<file path="src/rtl/bpm_pkg.sv">
// shared types, constants and helpers for the bit plane modulation builder
`default_nettype none

package bpm_pkg;

    // panel geometry
    localparam int PANEL_ROWS = 20;
    localparam int PANEL_COLS = 20;
    localparam int PLANES     = 4;
    localparam int ROW_IDX_W  = (PANEL_ROWS > 1) ? $clog2(PANEL_ROWS) : 1;
    localparam int ROW_W      = PLANES * PANEL_COLS;

    // field widths
    localparam int FUNC_W      = 2;
    localparam int ROW_FIELD_W = 5;
    localparam int COL_FIELD_W = 5;
    localparam int INTENS_W    = 8;
    localparam int PLANE_W     = 2;
    localparam int WORD_W      = 20;
    localparam int DELAY_W     = 20;
    localparam int DUTY_W      = 8;
    localparam int BASE_W      = 16;
    localparam int WEIGHT_W    = 4;
    localparam int CFG_IDX_W   = 2;
    localparam int CFG_DATA_W  = 16;

    // stream widths
    localparam int S_TDATA_W = 24;
    localparam int M_TDATA_W = 40;

    // register reset values
    localparam logic [DUTY_W-1:0] DUTY_RESET = 8'd255;
    localparam logic              GRAY_RESET = 1'b1;
    localparam logic [BASE_W-1:0] BASE_RESET = 16'd450;

    // modulation constants
    localparam logic [WEIGHT_W-1:0] WEIGHT_TWO_LEVEL = 4'd15;
    localparam logic [PLANES-1:0]   MASK_TWO_LEVEL   = 4'h1;
    localparam logic [PLANES-1:0]   MASK_SIXTEEN     = 4'hF;
    localparam int                  DUTY_FULL        = 255;
    localparam int                  ON_OVERHEAD      = 5;

    typedef enum logic [FUNC_W-1:0] {
        FUNC_CLEAR = 2'd0,
        FUNC_WRITE = 2'd1,
        FUNC_READ  = 2'd2
    } func_t;

    typedef enum logic [CFG_IDX_W-1:0] {
        CFG_DUTY = 2'd0,
        CFG_GRAY = 2'd1,
        CFG_BASE = 2'd2
    } cfg_idx_t;

    // one store operation, issued as the input stage advances
    typedef struct packed {
        logic                   en;
        func_t                  func;
        logic [ROW_FIELD_W-1:0] row;
        logic [COL_FIELD_W-1:0] col;
        logic [PLANES-1:0]      bits;
        logic [PLANE_W-1:0]     plane;
    } store_op_t;

    function automatic logic [WEIGHT_W-1:0] plane_weight(
        input logic               gray,
        input logic [PLANE_W-1:0] plane
    );
        logic [WEIGHT_W-1:0] w;
        if (!gray) begin
            w = (plane == '0) ? WEIGHT_TWO_LEVEL : '0;
        end else begin
            w = WEIGHT_W'(1) << plane;
        end
        return w;
    endfunction

    function automatic logic row_in_range(input logic [ROW_FIELD_W-1:0] row);
        return {1'b0, row} < (ROW_FIELD_W + 1)'(PANEL_ROWS);
    endfunction

endpackage

`default_nettype wire

</file>
<file path="src/rtl/bpm_plane_store.sv">
// plane store: per-row register words, or-in pixel writes, single clear, registered read
`default_nettype none

module bpm_plane_store (
    input  wire logic                     aclk,
    input  wire logic                     aresetn,
    input  wire bpm_pkg::store_op_t       op,
    output logic [bpm_pkg::WORD_W-1:0]    rd_word
);
    import bpm_pkg::*;

    logic [ROW_W-1:0]  store_reg [PANEL_ROWS];
    logic [ROW_W-1:0]  set_mask;
    logic [ROW_W-1:0]  row_word;
    logic [WORD_W-1:0] plane_word;
    logic [WORD_W-1:0] rd_word_reg;
    logic              row_ok;
    logic              col_ok;
    logic [ROW_IDX_W-1:0] ridx;

    assign row_ok = row_in_range(op.row);
    assign col_ok = op.col < COL_FIELD_W'(PANEL_COLS);
    assign ridx   = op.row[ROW_IDX_W-1:0];

    always_comb begin
        for (int p = 0; p < PLANES; p++) begin
            for (int c = 0; c < PANEL_COLS; c++) begin
                set_mask[p*PANEL_COLS + c] = op.bits[p] && (op.col == COL_FIELD_W'(c));
            end
        end
    end

    assign row_word = row_ok ? store_reg[ridx] : '0;

    always_comb begin
        plane_word = '0;
        for (int p = 0; p < PLANES; p++) begin
            if (op.plane == PLANE_W'(p)) begin
                plane_word = row_word[p*PANEL_COLS +: WORD_W];
            end
        end
    end

    always_ff @(posedge aclk) begin
        if (!aresetn) begin
            for (int r = 0; r < PANEL_ROWS; r++) begin
                store_reg[r] <= '0;
            end
        end else if (op.en) begin
            case (op.func)
                FUNC_CLEAR: begin
                    for (int r = 0; r < PANEL_ROWS; r++) begin
                        store_reg[r] <= '0;
                    end
                end
                FUNC_WRITE: begin
                    if (row_ok && col_ok) begin
                        store_reg[ridx] <= store_reg[ridx] | set_mask;
                    end
                end
                default: ;
            endcase
        end
    end

    always_ff @(posedge aclk) begin
        if (op.en) begin
            rd_word_reg <= plane_word;
        end
    end

    assign rd_word = rd_word_reg;

endmodule

`default_nettype wire

</file>
<file path="src/rtl/bpm_delay_calc.sv">
// plane on-time delay: base*duty, times weight, divide by 255, minus overhead
`default_nettype none

module bpm_delay_calc (
    input  wire logic                          aclk,
    input  wire logic                          en,
    input  wire logic [bpm_pkg::DUTY_W-1:0]    duty,
    input  wire logic                          gray,
    input  wire logic [bpm_pkg::BASE_W-1:0]    base,
    input  wire logic [bpm_pkg::PLANE_W-1:0]   plane,
    output logic [bpm_pkg::DELAY_W-1:0]        delay
);
    import bpm_pkg::*;

    localparam int PROD_W   = BASE_W + DUTY_W;
    localparam int SCALED_W = PROD_W + WEIGHT_W;
    localparam int SUM_W    = SCALED_W + 1;
    localparam int QUO_W    = SUM_W - 8;
    localparam int REM_W    = 9;

    logic [PROD_W-1:0]   p_reg;
    logic [WEIGHT_W-1:0] w_reg;
    logic [SCALED_W-1:0] x_reg;
    logic [SCALED_W-1:0] x3_reg;
    logic [QUO_W-1:0]    q_reg;
    logic [SUM_W-1:0]    t_sum;
    logic [SUM_W-1:0]    q_times;
    logic [SUM_W-1:0]    rem_full;
    logic [REM_W-1:0]    rem;
    logic [QUO_W-1:0]    q_fix;

    // x/255 estimate from x/256 + x/256^2 + ..., never high, at most one low
    assign t_sum = SUM_W'(x_reg) + SUM_W'(x_reg >> 8) + SUM_W'(x_reg >> 16)
                 + SUM_W'(x_reg >> 24);

    always_ff @(posedge aclk) begin
        if (en) begin
            p_reg  <= PROD_W'(base) * PROD_W'(duty);
            w_reg  <= plane_weight(gray, plane);
            x_reg  <= SCALED_W'(p_reg) * SCALED_W'(w_reg);
            q_reg  <= QUO_W'(t_sum >> 8);
            x3_reg <= x_reg;
        end
    end

    // remainder stays below twice the divisor, one correction step
    assign q_times  = (SUM_W'(q_reg) << 8) - SUM_W'(q_reg);
    assign rem_full = SUM_W'(x3_reg) - q_times;
    assign rem      = rem_full[REM_W-1:0];
    assign q_fix    = (rem >= REM_W'(DUTY_FULL)) ? q_reg + QUO_W'(1) : q_reg;

    assign delay = (q_fix > QUO_W'(ON_OVERHEAD)) ? DELAY_W'(q_fix - QUO_W'(ON_OVERHEAD))
                                                 : '0;

endmodule

`default_nettype wire

</file>
<file path="src/rtl/bit_plane_modulation_builder_unit.sv">
// bit plane modulation builder: plane store with read-out of plane words and on-times
//
// usage:
//   s_ channel takes one item per beat: s_tuser carries the function (clear store,
//   write pixel, read plane word), s_tdata the row, column, intensity and plane.
//   clear and pixel-write items give no result; a read gives one m_ beat with the
//   row's column word for the plane and that plane's on-time delay in cycles.
//   cfg_wr_en/cfg_index/cfg_wdata write duty level, gray mode and base cycles;
//   write them only while no item is in flight.
// timing:
//   one item per cycle unless m_ stalls; a read result passes the input register,
//   store read plus base*duty product, weight product, divide estimate and output
//   register with divide correction before it appears on m_.
//   a store write is visible to the item right behind it.
// stall:
//   when m_tvalid is held without m_tready the whole pipe freezes and s_tready
//   drops in the same cycle; nothing is lost or repeated.
// reset:
//   aresetn low clears the store, empties the pipe and loads duty 255,
//   sixteen-level mode and 450 base cycles.
`default_nettype none

module bit_plane_modulation_builder_unit (
    input  wire logic                              aclk,
    input  wire logic                              aresetn,
    // slave side
    input  wire logic                              s_tvalid,
    output logic                                   s_tready,
    // row_index[4:0], col_index[9:5], intensity[17:10], plane_index[19:18], zero pad
    input  wire logic [bpm_pkg::S_TDATA_W-1:0]     s_tdata,
    // func[1:0]
    input  wire logic [bpm_pkg::FUNC_W-1:0]        s_tuser,
    // master side
    output logic                                   m_tvalid,
    input  wire logic                              m_tready,
    // column_word[19:0], plane_delay[39:20]
    output logic [bpm_pkg::M_TDATA_W-1:0]          m_tdata,
    // configuration
    input  wire logic                              cfg_wr_en,
    input  wire logic [bpm_pkg::CFG_IDX_W-1:0]     cfg_index,
    input  wire logic [bpm_pkg::CFG_DATA_W-1:0]    cfg_wdata
);
    import bpm_pkg::*;

    logic [DUTY_W-1:0] duty_reg;
    logic              gray_reg;
    logic [BASE_W-1:0] base_reg;

    logic              en;
    logic              in_vld_reg;
    func_t             in_func_reg;
    logic [ROW_FIELD_W-1:0] in_row_reg;
    logic [COL_FIELD_W-1:0] in_col_reg;
    logic [INTENS_W-1:0]    in_int_reg;
    logic [PLANE_W-1:0]     in_plane_reg;

    logic              rd1_vld_reg;
    logic              rd2_vld_reg;
    logic              rd3_vld_reg;
    logic              out_vld_reg;
    logic              kill1_reg;
    logic [WORD_W-1:0] word2_reg;
    logic [WORD_W-1:0] word3_reg;
    logic [WORD_W-1:0] out_word_reg;
    logic [DELAY_W-1:0] out_delay_reg;

    logic [PLANES-1:0] bit_mask;
    logic              kill_next;
    store_op_t         op;
    logic [WORD_W-1:0] rd_word;
    logic [DELAY_W-1:0] delay;

    // whole pipe advances unless a result is stuck at the output
    assign en       = !out_vld_reg || m_tready;
    assign s_tready = en;

    always_ff @(posedge aclk) begin
        if (!aresetn) begin
            duty_reg <= DUTY_RESET;
            gray_reg <= GRAY_RESET;
            base_reg <= BASE_RESET;
        end else if (cfg_wr_en) begin
            case (cfg_index)
                CFG_DUTY: duty_reg <= cfg_wdata[DUTY_W-1:0];
                CFG_GRAY: gray_reg <= cfg_wdata[0];
                CFG_BASE: base_reg <= cfg_wdata[BASE_W-1:0];
                default: ;
            endcase
        end
    end

    always_ff @(posedge aclk) begin
        if (!aresetn) begin
            in_vld_reg  <= 1'b0;
            rd1_vld_reg <= 1'b0;
            rd2_vld_reg <= 1'b0;
            rd3_vld_reg <= 1'b0;
            out_vld_reg <= 1'b0;
        end else if (en) begin
            in_vld_reg  <= s_tvalid;
            rd1_vld_reg <= in_vld_reg && (in_func_reg == FUNC_READ);
            rd2_vld_reg <= rd1_vld_reg;
            rd3_vld_reg <= rd2_vld_reg;
            out_vld_reg <= rd3_vld_reg;
        end
    end

    always_ff @(posedge aclk) begin
        if (en) begin
            in_func_reg   <= func_t'(s_tuser);
            in_row_reg    <= s_tdata[4:0];
            in_col_reg    <= s_tdata[9:5];
            in_int_reg    <= s_tdata[17:10];
            in_plane_reg  <= s_tdata[19:18];
            kill1_reg     <= kill_next;
            word2_reg     <= kill1_reg ? '0 : rd_word;
            word3_reg     <= word2_reg;
            out_word_reg  <= word3_reg;
            out_delay_reg <= delay;
        end
    end

    assign bit_mask  = in_int_reg[PLANES-1:0] & (gray_reg ? MASK_SIXTEEN : MASK_TWO_LEVEL);
    // dark duty, unused plane or missing row read as an empty word
    assign kill_next = (duty_reg == '0) || (plane_weight(gray_reg, in_plane_reg) == '0)
                     || !row_in_range(in_row_reg);

    always_comb begin
        op.en    = en && in_vld_reg;
        op.func  = in_func_reg;
        op.row   = in_row_reg;
        op.col   = in_col_reg;
        op.bits  = bit_mask;
        op.plane = in_plane_reg;
    end

    bpm_plane_store u_store (
        .aclk    (aclk),
        .aresetn (aresetn),
        .op      (op),
        .rd_word (rd_word)
    );

    bpm_delay_calc u_delay (
        .aclk  (aclk),
        .en    (en),
        .duty  (duty_reg),
        .gray  (gray_reg),
        .base  (base_reg),
        .plane (in_plane_reg),
        .delay (delay)
    );

    assign m_tvalid = out_vld_reg;
    assign m_tdata  = {out_delay_reg, out_word_reg};

    a_dark_duty: assert property (@(posedge aclk) disable iff (!aresetn)
        m_tvalid && (duty_reg == '0) |-> (m_tdata == '0))
        else $error("result not dark at duty zero");

    a_read_reaches_out: assert property (@(posedge aclk) disable iff (!aresetn)
        en && rd3_vld_reg |=> m_tvalid)
        else $error("read result lost before output");

    a_freeze_on_stall: assert property (@(posedge aclk) disable iff (!aresetn)
        !en |=> $stable({in_vld_reg, rd1_vld_reg, rd2_vld_reg, rd3_vld_reg}))
        else $error("pipe moved during output stall");

    a_two_level_planes: assert property (@(posedge aclk) disable iff (!aresetn)
        m_tvalid && !gray_reg && (base_reg == '0) |-> (m_tdata[DELAY_W+WORD_W-1:WORD_W] == '0))
        else $error("delay nonzero with zero base");

endmodule

`default_nettype wire
</file>
<file path="config.mk">
export PLATFORM = sky130hd
export DESIGN_NAME = bit_plane_modulation_builder_unit
export DESIGN_NICKNAME = d
export VERILOG_FILES = /design/src/rtl/bpm_pkg.sv /design/src/rtl/bpm_plane_store.sv /design/src/rtl/bpm_delay_calc.sv /design/src/rtl/bit_plane_modulation_builder_unit.sv
export SDC_FILE = /design/constraint.sdc
export NUM_CORES = 2
export LEC_CHECK = 0
export BUFFER_PORTS_ARGS = -buffer_cell sky130_fd_sc_hd__buf_2
export CORE_UTILIZATION = 60
export CTS_CLUSTER_SIZE = 14
export DETAILED_ROUTE_END_ITERATION = 7
export MAX_ROUTING_LAYER = met4
export PLACE_DENSITY_LB_ADDON = 0.2
export SLEW_MARGIN = 20
export SYNTH_ARGS = -nofsm -noshare
export SYNTH_HDL_FRONTEND = slang
export SYNTH_SLANG_ARGS = --single-unit
</file>
<file path="constraint.sdc">
create_clock -name aclk -period 9 [get_ports aclk]
set_input_delay 1.35 -clock aclk [delete_from_list [all_inputs] [get_ports aclk]]
set_output_delay 1.35 -clock aclk [all_outputs]
set_load 0.005 [all_outputs]
</file>
==> implementation parameters <==
Parameter                              Value

Run status
  Result of the run    finished clean

Timing
  Fin Clk Skew    57.1 ps
  Total negative setup slack    0 ps
  Setup violation total in the final timing report    0
  Slew Limit Headroom    0.162
  Transition at the pin with the smallest max-transition slack    1250 ps
  Post-route clock period utilization    0.631
  Slew Limit Fails    0
  Minimum period implied by the final worst setup slack    5680 ps
  Setup repair after global routing missed its margin    no
  Maximum clock frequency    176 MHz
  Number of failing hold endpoints at the final stage    0

Clock network
  H-tree depth    5
  CTS Hold Buffers Added    0
  TritonCTS clock tree    done
  Root Driver    sky130_fd_sc_hd__clkbuf_16
  Count of instances resized after the clock tree is built    0
  Clock input transition at the sequential cells of the worst setup and hold paths    60 ps
  Setup repair bufs after CTS    0
  Number of buffers between clock root and the deepest sink    4
  Skew-Pair Late Insertion Delay    950 ps
  Number of sinks driven by the clock tree    2,800
  Cts bufs inserted    300

Yosys
  Number of standard cells after synthesis    7,523
  Most area-hungry cell type in the Yosys netlist    sky130_fd_sc_hd__edfxtp_1
  Compound-Gate Fraction of Synth Area    0.0183
  Number of storage elements in the synthesis netlist    2,800
  Sequential fraction of the synthesis area    0.680
  Xor/xnor cell area share of the yosys netlist    0.00820
  Simple logic cell fraction of the synthesized area    0.0768
  Dominant combinational cell family by area after synthesis    multiplexers
  Mux share of post-synthesis cell area    0.154
  Count of flip-flops with a built-in enable after synthesis    2,765
  Post-synthesis async set-or-reset flop share    0
  Largest cells by area after synthesis    sky130_fd_sc_hd__edfxtp_1 67%, sky130_fd_sc_hd__mux4_2 15%, sky130_fd_sc_hd__nor2_1 5.2%
  Flip-flop cell with the highest count after synthesis    sky130_fd_sc_hd__edfxtp_1
  Count of distinct cell types in the synthesized netlist    81
  Fraction of synthesized cell area taken by the top area cell type    0.674
  Summed instance area of the synthesized netlist    123,000 um2
  Synthesized area per cell    16.4 um2
  Adder and majority cell fraction of the synthesized area    0.0374
  Number of warnings issued by yosys    0

Setup path
  Max Fanout on Critical Path    18
  Data arrival time at the worst-slack endpoint    6340 ps
  R2R setup slack    3320 ps
  Worst Setup Start Kind    register
  Required arrival time at the worst endpoint    9660 ps
  Kind of end point of the critical path    register
  Startpoint of the most critical register-to-register path    duty_reg[2]$_SDFFE_PN1P_
  Category of the critical setup timing path    reg2reg
  Critical Path Start    duty_reg[2]$_SDFFE_PN1P_

Route
  Post-Route WL    303 mm
  DRC Markers    0
  Via count normalized by instance count    6.14
  Number of DRC markers after the initial detailed-route iteration    9,528
  Routed vias    69,800
  Residual antenna-violating net count after detailed routing    0
  Post-DR wirelength/cell    26.6 um
  First drt pass iteration count    8

Pwr
  Portion of total power attributed to the clock network    0.340
  Logic pwr share    0.177
  Leakage Power    52.8 nW
  Internal Power    24.9 mW
  Share of power burned in registers    0.483
  Peak supply drop    409 uV
  Sum of internal, switching and leakage power    33.9 mW
  Psw    9.00 mW
  Switching share of power    0.266
  Cell Pwr Density    243 nW/um2

Layout
  Top library cells by usage in the layout, fill and taps aside    2,765 x sky130_fd_sc_hd__edfxtp_1, 1,714 x sky130_fd_sc_hd__nor2_1, 960 x sky130_fd_sc_hd__conb_1, 800 x sky130_fd_sc_hd__mux4_2, 308 x sky130_fd_sc_hd__clkbuf_16
  Largest register FFs    2,560
  Leading cell type in the layout, fill and taps excluded    sky130_fd_sc_hd__edfxtp_1
  Share of post-route cells with drive strength above 1    0.179
  Net count, final    8,801
  Area growth from synthesis to layout    13.1%

Place
  Count of buffers from port buffering    82
  Estimated wirelength of the detail-placed design    170 mm
  Final weighted congestion in routability-driven placement    0.856

GRT
  Wire length of the first global-routing pass    446 mm
  Number of antenna violations at the first check in global routing    11
  Maximum number of pins on one net before global-route repair    143
  All-layer global routing usage    0.308
  Remaining global-route overflow    0
  Number of global-route vias before repair    71,100

Die
  DIE WIDTH    455 um
  Area of the placeable core    203,000 um2
  DIE AREA    207,000 um2
  Vertical die dimension    455 um
  Number of I/O pins    91
  Starting density of the core    0.606
  Placement row count    165

Min path
  Classification of the worst-slack hold path    reg2reg
  Startpoint of the lowest-slack hold path    word3_reg[11]$_DFFE_PN_

Job
  Count of maximum capacitance violations    0
## cells by family after synthesis
| group | after synthesis |
|---|---|
| xor+xnor | 105 |
| flops | 2800 |
| simple gates | 2302 |
| mux | 890 |
| fa+ha+maj | 282 |
| compound gates | 319 |
| buf+inv | 824 |
| other cells | 1 |
## final timing paths
| check | depth (start not counted) | endpoint |
|---|---|---|
| min reg2reg | 0 | out_word_reg[11]$_DFFE_PN_ |
| max | 19 | u_delay.p_reg[23]$_DFFE_PN_ |
| min | 0 | out_word_reg[11]$_DFFE_PN_ |
| max reg2reg | 19 | u_delay.p_reg[23]$_DFFE_PN_ |
## per-layer routing
metal | global-route usage | share of wire
met5 | - | 0
met4 | 0.142 | 0.052
met3 | 0.0624 | 0.11
met2 | 0.499 | 0.50
met1 | 0.376 | 0.34
## cell type report
type                       instances  area, um2
tap                             2672       3340
fill                           13300      63900
multi-input combinational       4858      40200
sequential                      2800      83700
inverter                         248        938
antenna                           12       30.0
clock buffer                     371       7950
timing repair buffer             262       1950
clock inverter                   145       1040
## synthesized netlist by cell type (5+ instances only)
library cell,number
sky130_fd_sc_hd__nor2b_1,32
sky130_fd_sc_hd__o21bai_1,5
sky130_fd_sc_hd__fa_1,143
sky130_fd_sc_hd__mux2i_1,68
sky130_fd_sc_hd__xnor2_1,79
sky130_fd_sc_hd__nand4_1,9
sky130_fd_sc_hd__o221ai_1,17
sky130_fd_sc_hd__dfxtp_1,35
sky130_fd_sc_hd__mux2_2,21
sky130_fd_sc_hd__nand2b_1,18
sky130_fd_sc_hd__a21boi_0,78
sky130_fd_sc_hd__a2111oi_0,7
sky130_fd_sc_hd__a21oi_1,86
sky130_fd_sc_hd__nand3b_1,5
sky130_fd_sc_hd__mux4_2,800
sky130_fd_sc_hd__or2_2,5
sky130_fd_sc_hd__ha_1,139
sky130_fd_sc_hd__o21a_1,10
sky130_fd_sc_hd__clkbuf_1,492
sky130_fd_sc_hd__nand2_1,268
sky130_fd_sc_hd__buf_1,76
sky130_fd_sc_hd__a211oi_1,11
sky130_fd_sc_hd__inv_1,248
sky130_fd_sc_hd__o21ai_0,30
sky130_fd_sc_hd__nor2_1,1715
sky130_fd_sc_hd__a31oi_1,7
sky130_fd_sc_hd__nand3_1,47
sky130_fd_sc_hd__or3_1,9
sky130_fd_sc_hd__and4_1,5
sky130_fd_sc_hd__nor3_1,28
sky130_fd_sc_hd__edfxtp_1,2765
sky130_fd_sc_hd__and2_1,123
sky130_fd_sc_hd__xor2_1,20
sky130_fd_sc_hd__o211ai_1,8
sky130_fd_sc_hd__nor4_1,6
sky130_fd_sc_hd__and3_1,15
sky130_fd_sc_hd__a21o_1,16
## power by group through the flow
| stage | Combinational [mW] | Clock (mW) | Sequential, mW |
|---|---|---|---|
| floorplan | 4.45 | 0 | 16.4 |
| global route | 6.58 | 12.1 | 16.5 |
| finish | 6.01 | 11.5 | 16.3 |
| global placement | 5.82 | 0 | 16.5 |
| detailed placement | 5.96 | 0 | 16.6 |
| CTS | 6.01 | 11.6 | 16.4 |
## critical path: stages, from the launching register on
cell,delay [ps]
sky130_fd_sc_hd__dfxtp_1,530
sky130_fd_sc_hd__and2_1,300
sky130_fd_sc_hd__fa_1,530
sky130_fd_sc_hd__inv_1,60
sky130_fd_sc_hd__fa_1,520
sky130_fd_sc_hd__inv_1,50
sky130_fd_sc_hd__fa_1,490
sky130_fd_sc_hd__inv_1,60
sky130_fd_sc_hd__fa_1,480
sky130_fd_sc_hd__inv_1,40
sky130_fd_sc_hd__ha_1,300
sky130_fd_sc_hd__o21ai_0,220
sky130_fd_sc_hd__a21o_1,140
sky130_fd_sc_hd__a21oi_1,120
sky130_fd_sc_hd__a41oi_1,330
sky130_fd_sc_hd__a21oi_1,140
sky130_fd_sc_hd__o41ai_1,580
sky130_fd_sc_hd__o2111ai_1,220
sky130_fd_sc_hd__a21oi_1,200
sky130_fd_sc_hd__xnor2_1,90
## per-stage QoR
stage / hold WS, ps / instances / area, um2 / worst slack [ps] / util
2_1_floorplan: 400 / 8482 / 127000 / 956 / -
3_3_place_gp: 401 / 10800 / 130000 / 2560 / 0.641
3_5_place_dp: 405 / 10800 / 130000 / 2440 / 0.641
4_1_cts: 418 / 11400 / 139000 / 3380 / 0.685
5_1_grt: 421 / 11400 / 139000 / 3080 / 0.685
6_report: 418 / 11400 / 139000 / 3320 / 0.685
Note: power is estimated with default switching activity, not from simulation.
